[src/rtl/core/dda_pkg.sv]
`default_nettype none

package dda_pkg;

  // commands from the sequencer to the datapath
  typedef struct packed {
    logic load;      // capture endpoints, start a new segment
    logic div_step;  // one restoring division step on both axes
    logic pix_step;  // advance both positions by one increment
  } dda_cmd_t;

  // status from the datapath back to the sequencer
  typedef struct packed {
    logic steps_zero;  // segment has zero length
    logic last;        // current pixel is the final one
  } dda_sts_t;

endpackage

`default_nettype wire

[src/rtl/core/dda_ctrl.sv]
`default_nettype none

module dda_ctrl #(
  parameter int unsigned DIV_LEN = 22
) (
  input  logic               clk_i,
  input  logic               rst_ni,
  input  logic               in_valid_i,
  output logic               in_ready_o,
  output logic               out_valid_o,
  input  logic               out_ready_i,
  input  dda_pkg::dda_sts_t  sts_i,
  output dda_pkg::dda_cmd_t  cmd_o
);
  import dda_pkg::*;

  localparam int unsigned DivCntW = (DIV_LEN > 1) ? $clog2(DIV_LEN) : 1;

  localparam logic [1:0] ST_IDLE = 2'd0;
  localparam logic [1:0] ST_DIV  = 2'd1;
  localparam logic [1:0] ST_EMIT = 2'd2;

  logic [1:0]         state_q, state_d;
  logic [DivCntW-1:0] div_cnt_q, div_cnt_d;
  dda_cmd_t           cmd;

  always_comb begin
    state_d   = state_q;
    div_cnt_d = div_cnt_q;
    cmd       = '0;
    case (state_q)
      ST_IDLE: begin
        div_cnt_d = '0;
        if (in_valid_i) begin
          cmd.load = 1'b1;
          state_d  = ST_DIV;
        end
      end
      ST_DIV: begin
        // zero length needs no increments, go straight to the start pixel
        if (sts_i.steps_zero) begin
          state_d = ST_EMIT;
        end else begin
          cmd.div_step = 1'b1;
          div_cnt_d    = div_cnt_q + DivCntW'(1);
          if (div_cnt_q == DivCntW'(DIV_LEN - 1)) begin
            div_cnt_d = '0;
            state_d   = ST_EMIT;
          end
        end
      end
      ST_EMIT: begin
        if (out_ready_i) begin
          if (sts_i.last) begin
            state_d = ST_IDLE;
          end else begin
            cmd.pix_step = 1'b1;
          end
        end
      end
      default: begin
        state_d = ST_IDLE;
      end
    endcase
  end

  always_ff @(posedge clk_i or negedge rst_ni) begin
    if (!rst_ni) begin
      state_q   <= ST_IDLE;
      div_cnt_q <= '0;
    end else begin
      state_q   <= state_d;
      div_cnt_q <= div_cnt_d;
    end
  end

  assign in_ready_o  = (state_q == ST_IDLE);
  assign out_valid_o = (state_q == ST_EMIT);
  assign cmd_o       = cmd;

endmodule

`default_nettype wire

[src/rtl/core/dda_dpath.sv]
`default_nettype none

module dda_dpath #(
  parameter int unsigned COORD_BITS = 6,
  parameter int unsigned FRAC_BITS  = 16
) (
  input  logic                  clk_i,
  input  logic [COORD_BITS-1:0] start_x_i,
  input  logic [COORD_BITS-1:0] start_y_i,
  input  logic [COORD_BITS-1:0] end_x_i,
  input  logic [COORD_BITS-1:0] end_y_i,
  input  dda_pkg::dda_cmd_t     cmd_i,
  output dda_pkg::dda_sts_t     sts_o,
  output logic [COORD_BITS-1:0] pixel_x_o,
  output logic [COORD_BITS-1:0] pixel_y_o
);
  import dda_pkg::*;

  localparam int unsigned C = COORD_BITS;
  localparam int unsigned F = FRAC_BITS;
  localparam int unsigned W = COORD_BITS + FRAC_BITS;

  logic [C-1:0] adx, ady, steps;
  logic         negx, negy;

  logic [C-1:0] steps_q, cnt_q;
  logic         negx_q, negy_q;
  logic [W-1:0] posx_q, posy_q;
  logic [W-1:0] dvdx_q, dvdy_q;
  logic [C-1:0] remx_q, remy_q;
  logic [F:0]   qx_q, qy_q;

  logic [C:0]   tx, ty, subx, suby;
  logic         gex, gey;
  logic [W-1:0] incx, incy;
  dda_sts_t     sts;

  assign negx  = (end_x_i < start_x_i);
  assign negy  = (end_y_i < start_y_i);
  assign adx   = negx ? (start_x_i - end_x_i) : (end_x_i - start_x_i);
  assign ady   = negy ? (start_y_i - end_y_i) : (end_y_i - start_y_i);
  assign steps = (ady > adx) ? ady : adx;

  // restoring division, one quotient bit per axis each cycle
  assign tx   = {remx_q, dvdx_q[W-1]};
  assign ty   = {remy_q, dvdy_q[W-1]};
  assign gex  = (tx >= {1'b0, steps_q});
  assign gey  = (ty >= {1'b0, steps_q});
  assign subx = tx - {1'b0, steps_q};
  assign suby = ty - {1'b0, steps_q};

  assign incx = W'(qx_q);
  assign incy = W'(qy_q);

  always_ff @(posedge clk_i) begin
    if (cmd_i.load) begin
      steps_q <= steps;
      cnt_q   <= steps;
      negx_q  <= negx;
      negy_q  <= negy;
      // positions carry the rounding half so the pixel is a plain select
      posx_q  <= {start_x_i, 1'b1, {(F-1){1'b0}}};
      posy_q  <= {start_y_i, 1'b1, {(F-1){1'b0}}};
      dvdx_q  <= {adx, {F{1'b0}}};
      dvdy_q  <= {ady, {F{1'b0}}};
      remx_q  <= '0;
      remy_q  <= '0;
      qx_q    <= '0;
      qy_q    <= '0;
    end else if (cmd_i.div_step) begin
      dvdx_q <= {dvdx_q[W-2:0], 1'b0};
      dvdy_q <= {dvdy_q[W-2:0], 1'b0};
      remx_q <= gex ? subx[C-1:0] : tx[C-1:0];
      remy_q <= gey ? suby[C-1:0] : ty[C-1:0];
      qx_q   <= {qx_q[F-1:0], gex};
      qy_q   <= {qy_q[F-1:0], gey};
    end else if (cmd_i.pix_step) begin
      posx_q <= negx_q ? (posx_q - incx) : (posx_q + incx);
      posy_q <= negy_q ? (posy_q - incy) : (posy_q + incy);
      cnt_q  <= cnt_q - C'(1);
    end
  end

  always_comb begin
    sts            = '0;
    sts.steps_zero = (steps_q == '0);
    sts.last       = (cnt_q == '0);
  end

  assign sts_o     = sts;
  assign pixel_x_o = posx_q[W-1:F];
  assign pixel_y_o = posy_q[W-1:F];

endmodule

`default_nettype wire

[src/rtl/core/dda_line_rasterizer.sv]
// DDA line rasterizer
//
// Input channel (in_valid_i / in_ready_o) takes one segment: start and end
// points in a 2^COORD_BITS square tile. Output channel (out_valid_o /
// out_ready_i) gives its pixels, start pixel first, one per step, with
// last_pixel_o high on the final one. A segment of steps = max(|dx|,|dy|)
// gives steps + 1 pixels; a zero-length segment gives only the start pixel.
//
// After an item is taken the per-axis increments come from a restoring
// divider that produces one quotient bit per cycle for both axes; it is
// skipped for a zero-length segment. Pixels then leave at one per cycle
// while the receiver is ready. One segment is in flight at a time: the
// input is ready again in the cycle after the last pixel is accepted.
//
// Reset returns the sequencer to idle with no pixel pending. When the
// receiver stalls the current pixel is held unchanged and the walk pauses.
`default_nettype none

module dda_line_rasterizer #(
  parameter int unsigned COORD_BITS = 6,
  parameter int unsigned FRAC_BITS  = 16
) (
  input  logic                  clk_i,
  input  logic                  rst_ni,
  input  logic                  in_valid_i,
  output logic                  in_ready_o,
  input  logic [COORD_BITS-1:0] start_x_i,
  input  logic [COORD_BITS-1:0] start_y_i,
  input  logic [COORD_BITS-1:0] end_x_i,
  input  logic [COORD_BITS-1:0] end_y_i,
  output logic                  out_valid_o,
  input  logic                  out_ready_i,
  output logic [COORD_BITS-1:0] pixel_x_o,
  output logic [COORD_BITS-1:0] pixel_y_o,
  output logic                  last_pixel_o
);
  import dda_pkg::*;

  dda_cmd_t cmd;
  dda_sts_t sts;

  dda_ctrl #(
    .DIV_LEN(COORD_BITS + FRAC_BITS)
  ) u_ctrl (
    .clk_i      (clk_i),
    .rst_ni     (rst_ni),
    .in_valid_i (in_valid_i),
    .in_ready_o (in_ready_o),
    .out_valid_o(out_valid_o),
    .out_ready_i(out_ready_i),
    .sts_i      (sts),
    .cmd_o      (cmd)
  );

  dda_dpath #(
    .COORD_BITS(COORD_BITS),
    .FRAC_BITS (FRAC_BITS)
  ) u_dpath (
    .clk_i    (clk_i),
    .start_x_i(start_x_i),
    .start_y_i(start_y_i),
    .end_x_i  (end_x_i),
    .end_y_i  (end_y_i),
    .cmd_i    (cmd),
    .sts_o    (sts),
    .pixel_x_o(pixel_x_o),
    .pixel_y_o(pixel_y_o)
  );

  assign last_pixel_o = sts.last;

endmodule

`default_nettype wire

[config.mk]
export PLATFORM = sky130hd
export DESIGN_NAME = dda_line_rasterizer
export DESIGN_NICKNAME = d
export VERILOG_FILES = /design/src/rtl/core/dda_pkg.sv /design/src/rtl/core/dda_ctrl.sv /design/src/rtl/core/dda_dpath.sv /design/src/rtl/core/dda_line_rasterizer.sv
export SDC_FILE = /design/constraint.sdc
export NUM_CORES = 1
export LEC_CHECK = 0
export BUFFER_PORTS_ARGS = -buffer_cell sky130_fd_sc_hd__buf_2
export CORE_MARGIN = 2
export CORE_UTILIZATION = 65
export CTS_BUF_LIST = sky130_fd_sc_hd__clkbuf_8
export CTS_CLUSTER_DIAMETER = 40
export DETAILED_ROUTE_END_ITERATION = 8
export GPL_TIMING_DRIVEN = 0
export PLACE_DENSITY = 0.84
export REMOVE_ABC_BUFFERS = 1
export SYNTH_ARGS = -nofsm -noshare
export SYNTH_HDL_FRONTEND = slang
export SYNTH_HIERARCHICAL = 1
export SYNTH_SLANG_ARGS = --single-unit
[constraint.sdc]
create_clock -name clk_i -period 5.2 [get_ports clk_i]
set_clock_uncertainty 0.05 [all_clocks]
set_input_delay 0.52 -clock clk_i [delete_from_list [all_inputs] [get_ports clk_i]]
set_output_delay 0.52 -clock clk_i [all_outputs]
set_load 0.02 [all_outputs]
==> flow_summary.html, run 1 <==
<table>
<tr><th>Metric</th><th>Value</th></tr>
<tr><th colspan="2">Synth</th></tr>
<tr><td>Post-synth cell types</td><td>89</td></tr>
<tr><td>Syn Area/Cell</td><td>8.832 um^2</td></tr>
<tr><td>Area of the mapped netlist</td><td>9361 um^2</td></tr>
<tr><td>Synthesized netlist cell count</td><td>1060</td></tr>
<tr><td>Share of async-settable or async-resettable flops after synthesis</td><td>5.691%</td></tr>
<tr><td>Main synth FF type</td><td>sky130_fd_sc_hd__dfxtp_1</td></tr>
<tr><td>Number of enable flip-flop cells after synthesis</td><td>38</td></tr>
<tr><td>Commonest cells in the netlist</td><td>sky130_fd_sc_hd__nor2_1, sky130_fd_sc_hd__ha_1, sky130_fd_sc_hd__a21oi_1</td></tr>
<tr><td>Yosys warns</td><td>6</td></tr>
<tr><td>Top-area cell type share of the netlist area</td><td>16.68%</td></tr>
<tr><td>Sequential fraction of the synthesis area</td><td>30.74%</td></tr>
<tr><td>Largest cells by area after synthesis</td><td>sky130_fd_sc_hd__dfxtp_1, sky130_fd_sc_hd__edfxtp_1, sky130_fd_sc_hd__ha_1</td></tr>
<tr><td>Cell taking the most area after synthesis</td><td>sky130_fd_sc_hd__dfxtp_1</td></tr>
<tr><td>Total of flip-flops plus latches after synthesis</td><td>123</td></tr>
<tr><td>Most common cell in the synthesized netlist</td><td>sky130_fd_sc_hd__nor2_1</td></tr>
<tr><th colspan="2">Placed design</th></tr>
<tr><td>Cell count after placement</td><td>1236</td></tr>
<tr><td>Quantity of I/O buffers inserted on ports</td><td>42</td></tr>
<tr><td>Routability Congestion</td><td>0.9040</td></tr>
<tr><td>Placed cell areas</td><td>9612 um^2</td></tr>
<tr><td>Post-detailed-placement half-perimeter wirelength</td><td>15.18 mm</td></tr>
<tr><th colspan="2">Power and ir drop</th></tr>
<tr><td>Power share of the clock group</td><td>15.2%</td></tr>
<tr><td>Switching pwr</td><td>2.446 mW</td></tr>
<tr><td>Total power per unit cell area</td><td>560.1 nW/um^2</td></tr>
<tr><td>Sequential share of power</td><td>29.6%</td></tr>
<tr><td>Logic gate share of total power</td><td>55.2%</td></tr>
<tr><td>Standby leakage power</td><td>4.570 nW</td></tr>
<tr><td>Net switching share of the total power</td><td>43.55%</td></tr>
<tr><td>Internal power consumption</td><td>3.170 mW</td></tr>
<tr><td>Max IR drop VDD</td><td>0.2928 mV</td></tr>
<tr><td>Sum of internal, switching and leakage power</td><td>5.616 mW</td></tr>
<tr><th colspan="2">Worst setup path</th></tr>
<tr><td>Bufs and invs on worst path</td><td>2</td></tr>
<tr><td>Slowest stage delay, CP</td><td>0.93 ns</td></tr>
<tr><td>Number of cell instances on the worst register-to-register path</td><td>7</td></tr>
<tr><td>Start point of the critical path</td><td>u_dpath/steps_q[1]</td></tr>
<tr><td>Biggest fanout along the worst timing path</td><td>28</td></tr>
<tr><td>CP delay by family, top</td><td>simple AND/OR/NAND/NOR gates</td></tr>
<tr><td>Capturing point of the worst reg2reg path</td><td>u_dpath/posx_q[18]</td></tr>
<tr><td>Setup slack, reg-to-reg</td><td>0.53 ns</td></tr>
<tr><td>Category of the worst setup path capture point</td><td>register</td></tr>
<tr><td>Required time worst endpoint</td><td>5.21 ns</td></tr>
<tr><td>Startpoint of the worst-slack reg-to-reg timing path</td><td>u_dpath/steps_q[1]</td></tr>
<tr><td>Type of element launching the critical path</td><td>register</td></tr>
<tr><td>CP Data Arrival Time</td><td>4.68 ns</td></tr>
<tr><td>Critical-path cell with the highest stage delay</td><td>sky130_fd_sc_hd__nor2b_1</td></tr>
<tr><td>Critical Path End</td><td>u_dpath/posx_q[18]</td></tr>
<tr><td>Critical path depth</td><td>7</td></tr>
<tr><td>Worst-path cell chain</td><td>or4_1 -&gt; nor3_1 -&gt; nor2_4 -&gt; buf_12 -&gt; nor2b_1 -&gt; nor2_2 -&gt; inv_1</td></tr>
<tr><td>Kind of critical path</td><td>reg2reg</td></tr>
<tr><th colspan="2">Layout</th></tr>
<tr><td>Number of inserted filler cells in the final layout</td><td>1110</td></tr>
<tr><td>Nets@finish</td><td>1201</td></tr>
<tr><td>Layout Cell Area excl Fill</td><td>10030 um^2</td></tr>
<tr><td>Ratio of cells with drive above 1 in the final layout</td><td>10.64%</td></tr>
<tr><td>Count of placed standard cells in the final layout, fillers left out</td><td>1271</td></tr>
<tr><td>Synthesis-to-finish area growth</td><td>7.110%</td></tr>
<tr><th colspan="2">Timing</th></tr>
<tr><td>Final cycle utilization of the critical path</td><td>89.79%</td></tr>
<tr><td>Achievable frequency</td><td>214.2 MHz</td></tr>
<tr><td>Setup repair after global routing missed its margin</td><td>no</td></tr>
<tr><td>Fin. Hold Viols</td><td>0</td></tr>
<tr><td>Measured slew at the worst slew-check pin</td><td>1.204 ns</td></tr>
<tr><td>Relative slew slack</td><td>19.54%</td></tr>
<tr><td>Final setup violating endpoints</td><td>0</td></tr>
<tr><td>Sum of negative setup slack</td><td>0 ns</td></tr>
<tr><td>Max-slew violations</td><td>0</td></tr>
<tr><td>Post-layout min period</td><td>4.669 ns</td></tr>
<tr><th colspan="2">Routing</th></tr>
<tr><td>Number of remaining DRC errors</td><td>0</td></tr>
<tr><td>Iteration count of the initial detailed-routing pass</td><td>5</td></tr>
<tr><td>Antenna-violating nets left</td><td>0</td></tr>
<tr><td>Vias per inst</td><td>5.998</td></tr>
<tr><td>Detail-routed net length per standard cell</td><td>16.42 um</td></tr>
<tr><td>Vias</td><td>7624</td></tr>
<tr><td>Number of violations reported at the end of detailed-routing iteration 0</td><td>445</td></tr>
<tr><td>WL final</td><td>20.87 mm</td></tr>
<tr><th colspan="2">Min path</th></tr>
<tr><td>Classification of the worst-slack hold path</td><td>in2reg</td></tr>
<tr><td>Beginning of the worst hold path</td><td>out_ready_i</td></tr>
<tr><th colspan="2">Floorplan</th></tr>
<tr><td>Row count</td><td>43</td></tr>
<tr><td>Die W</td><td>124.0 um</td></tr>
<tr><td>Area of the die</td><td>15380 um^2</td></tr>
<tr><td>IO Pins</td><td>43</td></tr>
<tr><td>Initial Util</td><td>66.92%</td></tr>
<tr><td>Total core area</td><td>13990 um^2</td></tr>
<tr><td>Die Height</td><td>124.0 um</td></tr>
<tr><th colspan="2">CTS</th></tr>
<tr><td>Clock input transition at the sequential cells of the worst setup and hold paths</td><td>0.08 ns</td></tr>
<tr><td>CTS H-tree depth</td><td>4</td></tr>
<tr><td>Num CTS Buffers</td><td>17</td></tr>
<tr><td>Buffer cell driving the clock tree root</td><td>sky130_fd_sc_hd__clkbuf_8</td></tr>
<tr><td>Largest buffer count on any clock path</td><td>2</td></tr>
<tr><td>Num Clock Sinks</td><td>123</td></tr>
<tr><td>Worst-skew pair later-pin latency</td><td>0.44 ns</td></tr>
<tr><td>CTS tree</td><td>yes</td></tr>
<tr><th colspan="2">GRT</th></tr>
<tr><td>Number of antenna violations at the first check in global routing</td><td>0</td></tr>
<tr><td>Total global routing overflow</td><td>0</td></tr>
<tr><td>Maximum number of pins on one net before global-route repair</td><td>88</td></tr>
<tr><td>Wire length of the first global-routing pass</td><td>33.29 mm</td></tr>
<tr><td>Overall global routing resource usage</td><td>27.55%</td></tr>
<tr><td>Via count of the first global-routing pass</td><td>7024</td></tr>
<tr><th colspan="2">Flow run</th></tr>
<tr><td>Max Cap Viol</td><td>0</td></tr>
<tr><th colspan="2">Outcome</th></tr>
<tr><td>Status</td><td>finished clean</td></tr>
</table>
power groups by stage:
stage / clock network (mW) / logic (mW) / registers, mW
2_1_floorplan: 0 / 2.47 / 1.61
3_3_place_gp: 0 / 2.97 / 1.67
3_5_place_dp: 0 / 3.04 / 1.68
4_1_cts: 0.865 / 3.07 / 1.66
5_1_grt: 0.908 / 3.45 / 1.70
6_report: 0.851 / 3.10 / 1.66
sequential cells by signal (all words and copies together) (netlist names):
signal and flops:
u_ctrl/div_cnt_q 5, u_dpath/posy_q 22, u_dpath/dvdx_q 6, u_dpath/qx_q 17
u_dpath/negy_q 1, u_dpath/remx_q 6, u_dpath/dvdy_q 6, u_dpath/negx_q 1
u_dpath/remy_q 6, u_dpath/posx_q 22, u_dpath/qy_q 17, u_dpath/cnt_q 6
u_dpath/steps_q 6, u_ctrl/state_q 2
worst min path at each step:
stage,end,depth (start not counted)
after global routing,u_ctrl/state_q[1],3
after floorplan,u_ctrl/div_cnt_q[0],0
final,u_ctrl/state_q[1],3
after CTS,u_ctrl/state_q[1],3
after detailed placement,u_ctrl/state_q[1],1
after global placement,u_ctrl/state_q[1],1
routing by layer:
layer	part of all wire, %	wire length [um]	vias to the layer above	track usage [%]
li1	-	-	3812	-
met1	46	9629	3600	35.80
met2	48	10000	191	46.39
met3	4.8	1000	21	5.815
met4	1.1	233	0	7.795
met5	0	0	-	0
placed cells by master (no fill, tap or decap), types with 8 or more instances in the layout:
cell type,count
sky130_fd_sc_hd__dfxtp_1,78
sky130_fd_sc_hd__nand4_1,12
sky130_fd_sc_hd__edfxtp_1,38
sky130_fd_sc_hd__nor2b_1,13
sky130_fd_sc_hd__a21o_1,32
sky130_fd_sc_hd__buf_2,42
sky130_fd_sc_hd__nor2_1,101
sky130_fd_sc_hd__nand3_1,13
sky130_fd_sc_hd__o21ai_0,59
sky130_fd_sc_hd__mux2_2,8
sky130_fd_sc_hd__mux2i_1,50
sky130_fd_sc_hd__xor2_1,21
sky130_fd_sc_hd__a21oi_1,82
sky130_fd_sc_hd__nand2_1,76
sky130_fd_sc_hd__a211oi_1,14
sky130_fd_sc_hd__fa_1,8
sky130_fd_sc_hd__xnor2_1,63
sky130_fd_sc_hd__nand2b_1,12
sky130_fd_sc_hd__nor3_1,19
sky130_fd_sc_hd__o21bai_1,13
sky130_fd_sc_hd__clkbuf_8,20
sky130_fd_sc_hd__inv_1,77
sky130_fd_sc_hd__ha_1,88
through the flow:
stage | hold slack [ns] | setup slack, ns | util, %
floorplan | 0.1744 | -0.4512 | -
global placement | 0.3068 | -3.246 | 68.30
detailed placement | 0.3139 | 0.1376 | 68.71
CTS | 0.3135 | 0.1419 | 71.61
global route | 0.3337 | 0.3729 | 71.66
finish | 0.3386 | 0.5309 | 71.68
layout make-up:
cell class	count	area, um^2	area share, %
Multi-Input combinational cell	813	5968	59.52
Tap cell	180	225.2	2.246
Clock buffer	20	275.3	2.745
Inverter	76	285.3	2.845
Timing Repair inverter	1	5.005	0.04991
Sequential cell	123	2878	28.70
Antenna cell	1	2.502	0.02496
Clock inverter	12	120.1	1.198
Timing Repair Buffer	45	267.8	2.670
tightest hold or removal path: stages:
cell                      delay [ns]
sky130_fd_sc_hd__buf_2          0.11
sky130_fd_sc_hd__nand2_1        0.06
sky130_fd_sc_hd__a22o_1         0.11
kinds of logic after synthesis:
| group | Yosys count | synth area share (%) |
|---|---|---|
| XOR/XNOR | 85 | 8.153 |
| flip-flops | 123 | 30.74 |
| multiplexers | 60 | 6.589 |
| AND/OR/NAND/NOR | 290 | 15.30 |
| AO/OA/AOI/OAI | 282 | 20.10 |
| adder cells (fa/ha/maj) | 96 | 13.47 |
| buffers and inverters | 124 | 5.640 |
repair_timing:
item | CTS | global route
hold buffers | 1 | 0
setup endpoints to repair | 0 | 22
resized for setup | 0 | 1
buffers inserted | 0 | 0
endpoints found under the hold margin | 7 | 0
No activity file was read; power rests on OpenSTA's default activity.
==> run 2, diff against run 1 <==
- CORE_UTILIZATION: 65 -> 63
- CTS_BUF_LIST: sky130_fd_sc_hd__clkbuf_8 -> unset
- PLACE_DENSITY: 0.84 -> 0.81
- SYNTH_HIERARCHICAL: 1 -> unset
==> run 2 against run 1 <==
Net effect: core utilization shrank 2.0 points; non-clock buffer count grew 1; fmax grew 1.6%; final cell count grew 3.2%; worst setup slack gained 0.074 ns; critical path depth grew 8; cell area shrank 0.11%; critical path type is now in2reg; largest power group unchanged.
==> flow_summary.html, run 2 <==
<table>
<tr><th>Metric</th><th>Value</th></tr>
<tr><th colspan="2">Synth</th></tr>
<tr><td>Post-synth cell types</td><td>67</td></tr>
<tr><td>Area of the mapped netlist</td><td>9169 um^2</td></tr>
<tr><td>Number of enable flip-flop cells after synthesis</td><td>38</td></tr>
<tr><td>Sequential fraction of the synthesis area</td><td>31.39%</td></tr>
<tr><td>Most common cell in the synthesized netlist</td><td>sky130_fd_sc_hd__nand2_1</td></tr>
<tr><td>Cell taking the most area after synthesis</td><td>sky130_fd_sc_hd__dfxtp_1</td></tr>
<tr><td>Adder and majority cell fraction of the synthesized area</td><td>13.76%</td></tr>
<tr><td>Dominant combinational cell family by area after synthesis</td><td>compound AO/OA/AOI/OAI gates</td></tr>
<tr><td>Syn Area/Cell</td><td>8.253 um^2</td></tr>
<tr><td>Commonest cells in the netlist</td><td>sky130_fd_sc_hd__nand2_1, sky130_fd_sc_hd__ha_1, sky130_fd_sc_hd__a21oi_1</td></tr>
<tr><td>Multiplexer share of the synthesized area</td><td>3.029%</td></tr>
<tr><td>Top-area cell type share of the netlist area</td><td>17.03%</td></tr>
<tr><td>Main synth FF type</td><td>sky130_fd_sc_hd__dfxtp_1</td></tr>
<tr><td>Total of flip-flops plus latches after synthesis</td><td>123</td></tr>
<tr><td>Share of async-settable or async-resettable flops after synthesis</td><td>5.691%</td></tr>
<tr><td>Largest cells by area after synthesis</td><td>sky130_fd_sc_hd__dfxtp_1, sky130_fd_sc_hd__edfxtp_1, sky130_fd_sc_hd__ha_1</td></tr>
<tr><td>Synthesized netlist cell count</td><td>1111</td></tr>
<tr><td>Xor and xnor fraction of the mapped netlist area</td><td>8.215%</td></tr>
<tr><td>Complex-gate fraction of the synthesized area</td><td>19.32%</td></tr>
<tr><td>Fraction of the mapped netlist area in simple logic gates</td><td>18.04%</td></tr>
<tr><td>Yosys warns</td><td>0</td></tr>
<tr><th colspan="2">Layout</th></tr>
<tr><td>Nets@finish</td><td>1239</td></tr>
<tr><td>Registers with the highest flip-flop counts</td><td>u_dpath.posx_q x22, u_dpath.posy_q x22</td></tr>
<tr><td>Number of inserted filler cells in the final layout</td><td>1157</td></tr>
<tr><td>Commonest non-fill, non-tap cell in the layout</td><td>sky130_fd_sc_hd__nand2_1</td></tr>
<tr><td>Ratio of cells with drive above 1 in the final layout</td><td>7.890%</td></tr>
<tr><td>Ant. Diodes</td><td>0</td></tr>
<tr><td>Synthesis-to-finish area growth</td><td>9.239%</td></tr>
<tr><td>Commonest non-fill, non-tap cells in the layout</td><td>sky130_fd_sc_hd__nand2_1, sky130_fd_sc_hd__ha_1, sky130_fd_sc_hd__a21oi_1, sky130_fd_sc_hd__o21ai_0, sky130_fd_sc_hd__dfxtp_1</td></tr>
<tr><td>Count of placed standard cells in the final layout, fillers left out</td><td>1312</td></tr>
<tr><th colspan="2">Floorplan</th></tr>
<tr><td>IO Pins</td><td>43</td></tr>
<tr><td>Row count</td><td>44</td></tr>
<tr><td>Total core area</td><td>14370 um^2</td></tr>
<tr><td>Initial Util</td><td>63.81%</td></tr>
<tr><td>Die W</td><td>124.6 um</td></tr>
<tr><td>Die Height</td><td>124.6 um</td></tr>
<tr><td>Area of the die</td><td>15540 um^2</td></tr>
<tr><th colspan="2">CTS</th></tr>
<tr><td>Num CTS Buffers</td><td>17</td></tr>
<tr><td>Num Clock Sinks</td><td>123</td></tr>
<tr><td>Number of buffers inserted by post-CTS setup repair</td><td>0</td></tr>
<tr><td>Clock input transition at the sequential cells of the worst setup and hold paths</td><td>0.06 ns</td></tr>
<tr><td>Gates resized, CTS repair</td><td>0</td></tr>
<tr><td>Largest buffer count on any clock path</td><td>2</td></tr>
<tr><td>CTS tree</td><td>yes</td></tr>
<tr><td>Worst-skew pair later-pin latency</td><td>0.42 ns</td></tr>
<tr><td>Buffer cell driving the clock tree root</td><td>sky130_fd_sc_hd__clkbuf_16</td></tr>
<tr><td>CTS H-tree depth</td><td>4</td></tr>
<tr><td>Total of hold buffers inserted after clock tree synthesis</td><td>1</td></tr>
<tr><th colspan="2">GRT</th></tr>
<tr><td>Maximum number of pins on one net before global-route repair</td><td>95</td></tr>
<tr><td>Overall global routing resource usage</td><td>25.93%</td></tr>
<tr><td>Total global routing overflow</td><td>0</td></tr>
<tr><td>Wire length of the first global-routing pass</td><td>33.81 mm</td></tr>
<tr><td>Via count of the first global-routing pass</td><td>7395</td></tr>
<tr><td>Number of antenna violations at the first check in global routing</td><td>0</td></tr>
<tr><th colspan="2">Worst setup path</th></tr>
<tr><td>Critical path depth</td><td>15</td></tr>
<tr><td>Start point of the critical path</td><td>end_x_i[0]</td></tr>
<tr><td>Required time worst endpoint</td><td>5.32 ns</td></tr>
<tr><td>Kind of critical path</td><td>in2reg</td></tr>
<tr><td>Capturing point of the worst reg2reg path</td><td>u_dpath.posy_q[18]</td></tr>
<tr><td>CP Data Arrival Time</td><td>4.72 ns</td></tr>
<tr><td>Slowest stage delay, CP</td><td>0.81 ns</td></tr>
<tr><td>Setup slack, reg-to-reg</td><td>1.15 ns</td></tr>
<tr><td>Critical Path End</td><td>u_dpath.cnt_q[2]</td></tr>
<tr><td>Biggest fanout along the worst timing path</td><td>9</td></tr>
<tr><td>CP delay by family, top</td><td>compound AO/OA/AOI/OAI gates</td></tr>
<tr><td>Critical-path cell with the highest stage delay</td><td>sky130_fd_sc_hd__a32oi_1</td></tr>
<tr><td>Bufs and invs on worst path</td><td>3</td></tr>
<tr><td>Worst-path cell chain</td><td>buf_2 -&gt; inv_1 -&gt; ha_1 -&gt; inv_1 -&gt; fa_1 -&gt; a211oi_1 -&gt; o21bai_1 -&gt; a21oi_1 -&gt; a31oi_1 -&gt; xnor2_1 -&gt; ha_1 -&gt; and4_1 -&gt; a32oi_1 -&gt; mux2i_1 -&gt; mux2_2</td></tr>
<tr><td>Category of the worst setup path capture point</td><td>register</td></tr>
<tr><td>Number of cell instances on the worst register-to-register path</td><td>12</td></tr>
<tr><td>Startpoint of the worst-slack reg-to-reg timing path</td><td>u_dpath.qy_q[2]</td></tr>
<tr><td>Type of element launching the critical path</td><td>input pin</td></tr>
<tr><th colspan="2">Timing</th></tr>
<tr><td>Max-slew violations</td><td>0</td></tr>
<tr><td>Post-layout min period</td><td>4.595 ns</td></tr>
<tr><td>Final cycle utilization of the critical path</td><td>88.36%</td></tr>
<tr><td>Final setup violating endpoints</td><td>0</td></tr>
<tr><td>Sum of negative setup slack</td><td>0 ns</td></tr>
<tr><td>Fin. Hold Viols</td><td>0</td></tr>
<tr><td>Measured slew at the worst slew-check pin</td><td>1.057 ns</td></tr>
<tr><td>Relative slew slack</td><td>29.51%</td></tr>
<tr><td>Setup repair after global routing missed its margin</td><td>no</td></tr>
<tr><td>Achievable frequency</td><td>217.6 MHz</td></tr>
<tr><td>Post-Route Hold Slack</td><td>0.3658 ns</td></tr>
<tr><th colspan="2">Power and ir drop</th></tr>
<tr><td>Max IR drop VDD</td><td>0.3450 mV</td></tr>
<tr><td>Standby leakage power</td><td>4.426 nW</td></tr>
<tr><td>Total power per unit cell area</td><td>564.0 nW/um^2</td></tr>
<tr><th colspan="2">Flow run</th></tr>
<tr><td>Max Cap Viol</td><td>0</td></tr>
<tr><th colspan="2">Routing</th></tr>
<tr><td>Antenna-violating nets left</td><td>0</td></tr>
<tr><td>Number of violations reported at the end of detailed-routing iteration 0</td><td>532</td></tr>
<tr><td>Detail-routed net length per standard cell</td><td>15.04 um</td></tr>
<tr><td>Iteration count of the initial detailed-routing pass</td><td>6</td></tr>
<tr><td>Vias per inst</td><td>5.939</td></tr>
<tr><td>Vias</td><td>7792</td></tr>
<tr><td>WL final</td><td>19.74 mm</td></tr>
<tr><td>Number of remaining DRC errors</td><td>0</td></tr>
<tr><th colspan="2">Placed design</th></tr>
<tr><td>Quantity of I/O buffers inserted on ports</td><td>42</td></tr>
<tr><td>Cell count after placement</td><td>1279</td></tr>
<tr><td>Post-detailed-placement half-perimeter wirelength</td><td>14.14 mm</td></tr>
<tr><td>Routability Congestion</td><td>0.9339</td></tr>
<tr><th colspan="2">Outcome</th></tr>
<tr><td>Status</td><td>finished clean</td></tr>
<tr><th colspan="2">Min path</th></tr>
<tr><td>Classification of the worst-slack hold path</td><td>in2reg</td></tr>
</table>
==> run 2: cells by family after synthesis <==
family          count (synthesis)
simple gates                  351
compound gates                290
buf+inv                       138
flops                         123
fa+ha+maj                      96
xor+xnor                       86
mux                            27
==> run 2: per-layer routing <==
| metal | routed length (um) | vias up | track usage [%] | part of all wire, % |
|---|---|---|---|---|
| met1 | 9147 | 3620 | 34.35 | 46 |
| li1 | - | 3933 | - | - |
| met5 | 0 | - | 0 | 0 |
| met4 | 342 | 0 | 9.121 | 1.7 |
| met3 | 845 | 34 | 4.338 | 4.3 |
| met2 | 9403 | 205 | 42.98 | 48 |
==> run 2: worst min path at each step <==
stage,startpoint,to,slack (ns),depth (start not counted)
5_1_grt,start_x_i[5],u_dpath.posx_q[21],0.38,3
3_5_place_dp,rst_ni,u_ctrl.div_cnt_q[4],0.31,1
2_1_floorplan,rst_ni,u_ctrl.div_cnt_q[0],0.17,0
4_1_cts,start_x_i[5],u_dpath.posx_q[21],0.35,3
6_report,start_x_i[5],u_dpath.posx_q[21],0.37,3
3_3_place_gp,rst_ni,u_ctrl.div_cnt_q[4],0.31,1
==> run 2: layout make-up <==
| class | count | area (um^2) | share of cell area (%) |
|---|---|---|---|
| clock buffer | 26 | 521.8 | 5.209 |
| timing repair buffer | 46 | 302.8 | 3.023 |
| tap | 184 | 230.2 | 2.299 |
| clock inverter | 6 | 58.81 | 0.5871 |
| inverter | 77 | 289.0 | 2.886 |
| sequential | 123 | 2878 | 28.73 |
| multi-input combinational | 850 | 5736 | 57.26 |
==> run 2: per-stage QoR <==
| stage | utilization, % | instance area [um^2] | total power, mW | worst slack [ns] |
|---|---|---|---|---|
| 2_1_floorplan | - | 8885 | 3.840 | 0.7168 |
| 6_report | 69.71 | 10020 | 5.649 | 0.6053 |
| 3_5_place_dp | 65.60 | 9425 | 4.461 | 0.1987 |
| 4_1_cts | 69.71 | 10020 | 5.654 | 0.6579 |
| 5_1_grt | 69.71 | 10020 | 6.117 | 0.2333 |
| 3_3_place_gp | 64.90 | 9325 | 4.342 | -1.385 |
==> run 2: power by group <==
group	total [mW]	switching [mW]	internal, mW
clock network	1.16	0.419	0.737
registers	1.63	0.288	1.34
logic	2.86	1.63	1.23
==> run 2: worst register-to-register path: stages, from the launching register on <==
cell and delay, ns:
sky130_fd_sc_hd__dfxtp_1 0.36, sky130_fd_sc_hd__or3_1 0.44, sky130_fd_sc_hd__nor3b_1 0.58, sky130_fd_sc_hd__a21oi_1 0.18, sky130_fd_sc_hd__xnor2_1 0.21, sky130_fd_sc_hd__ha_1 0.29
sky130_fd_sc_hd__a21oi_1 0.31, sky130_fd_sc_hd__o211ai_1 0.17, sky130_fd_sc_hd__o2111ai_1 0.36, sky130_fd_sc_hd__nor2_1 0.13, sky130_fd_sc_hd__a311oi_1 0.42, sky130_fd_sc_hd__xor2_1 0.18
sky130_fd_sc_hd__o22ai_1 0.09
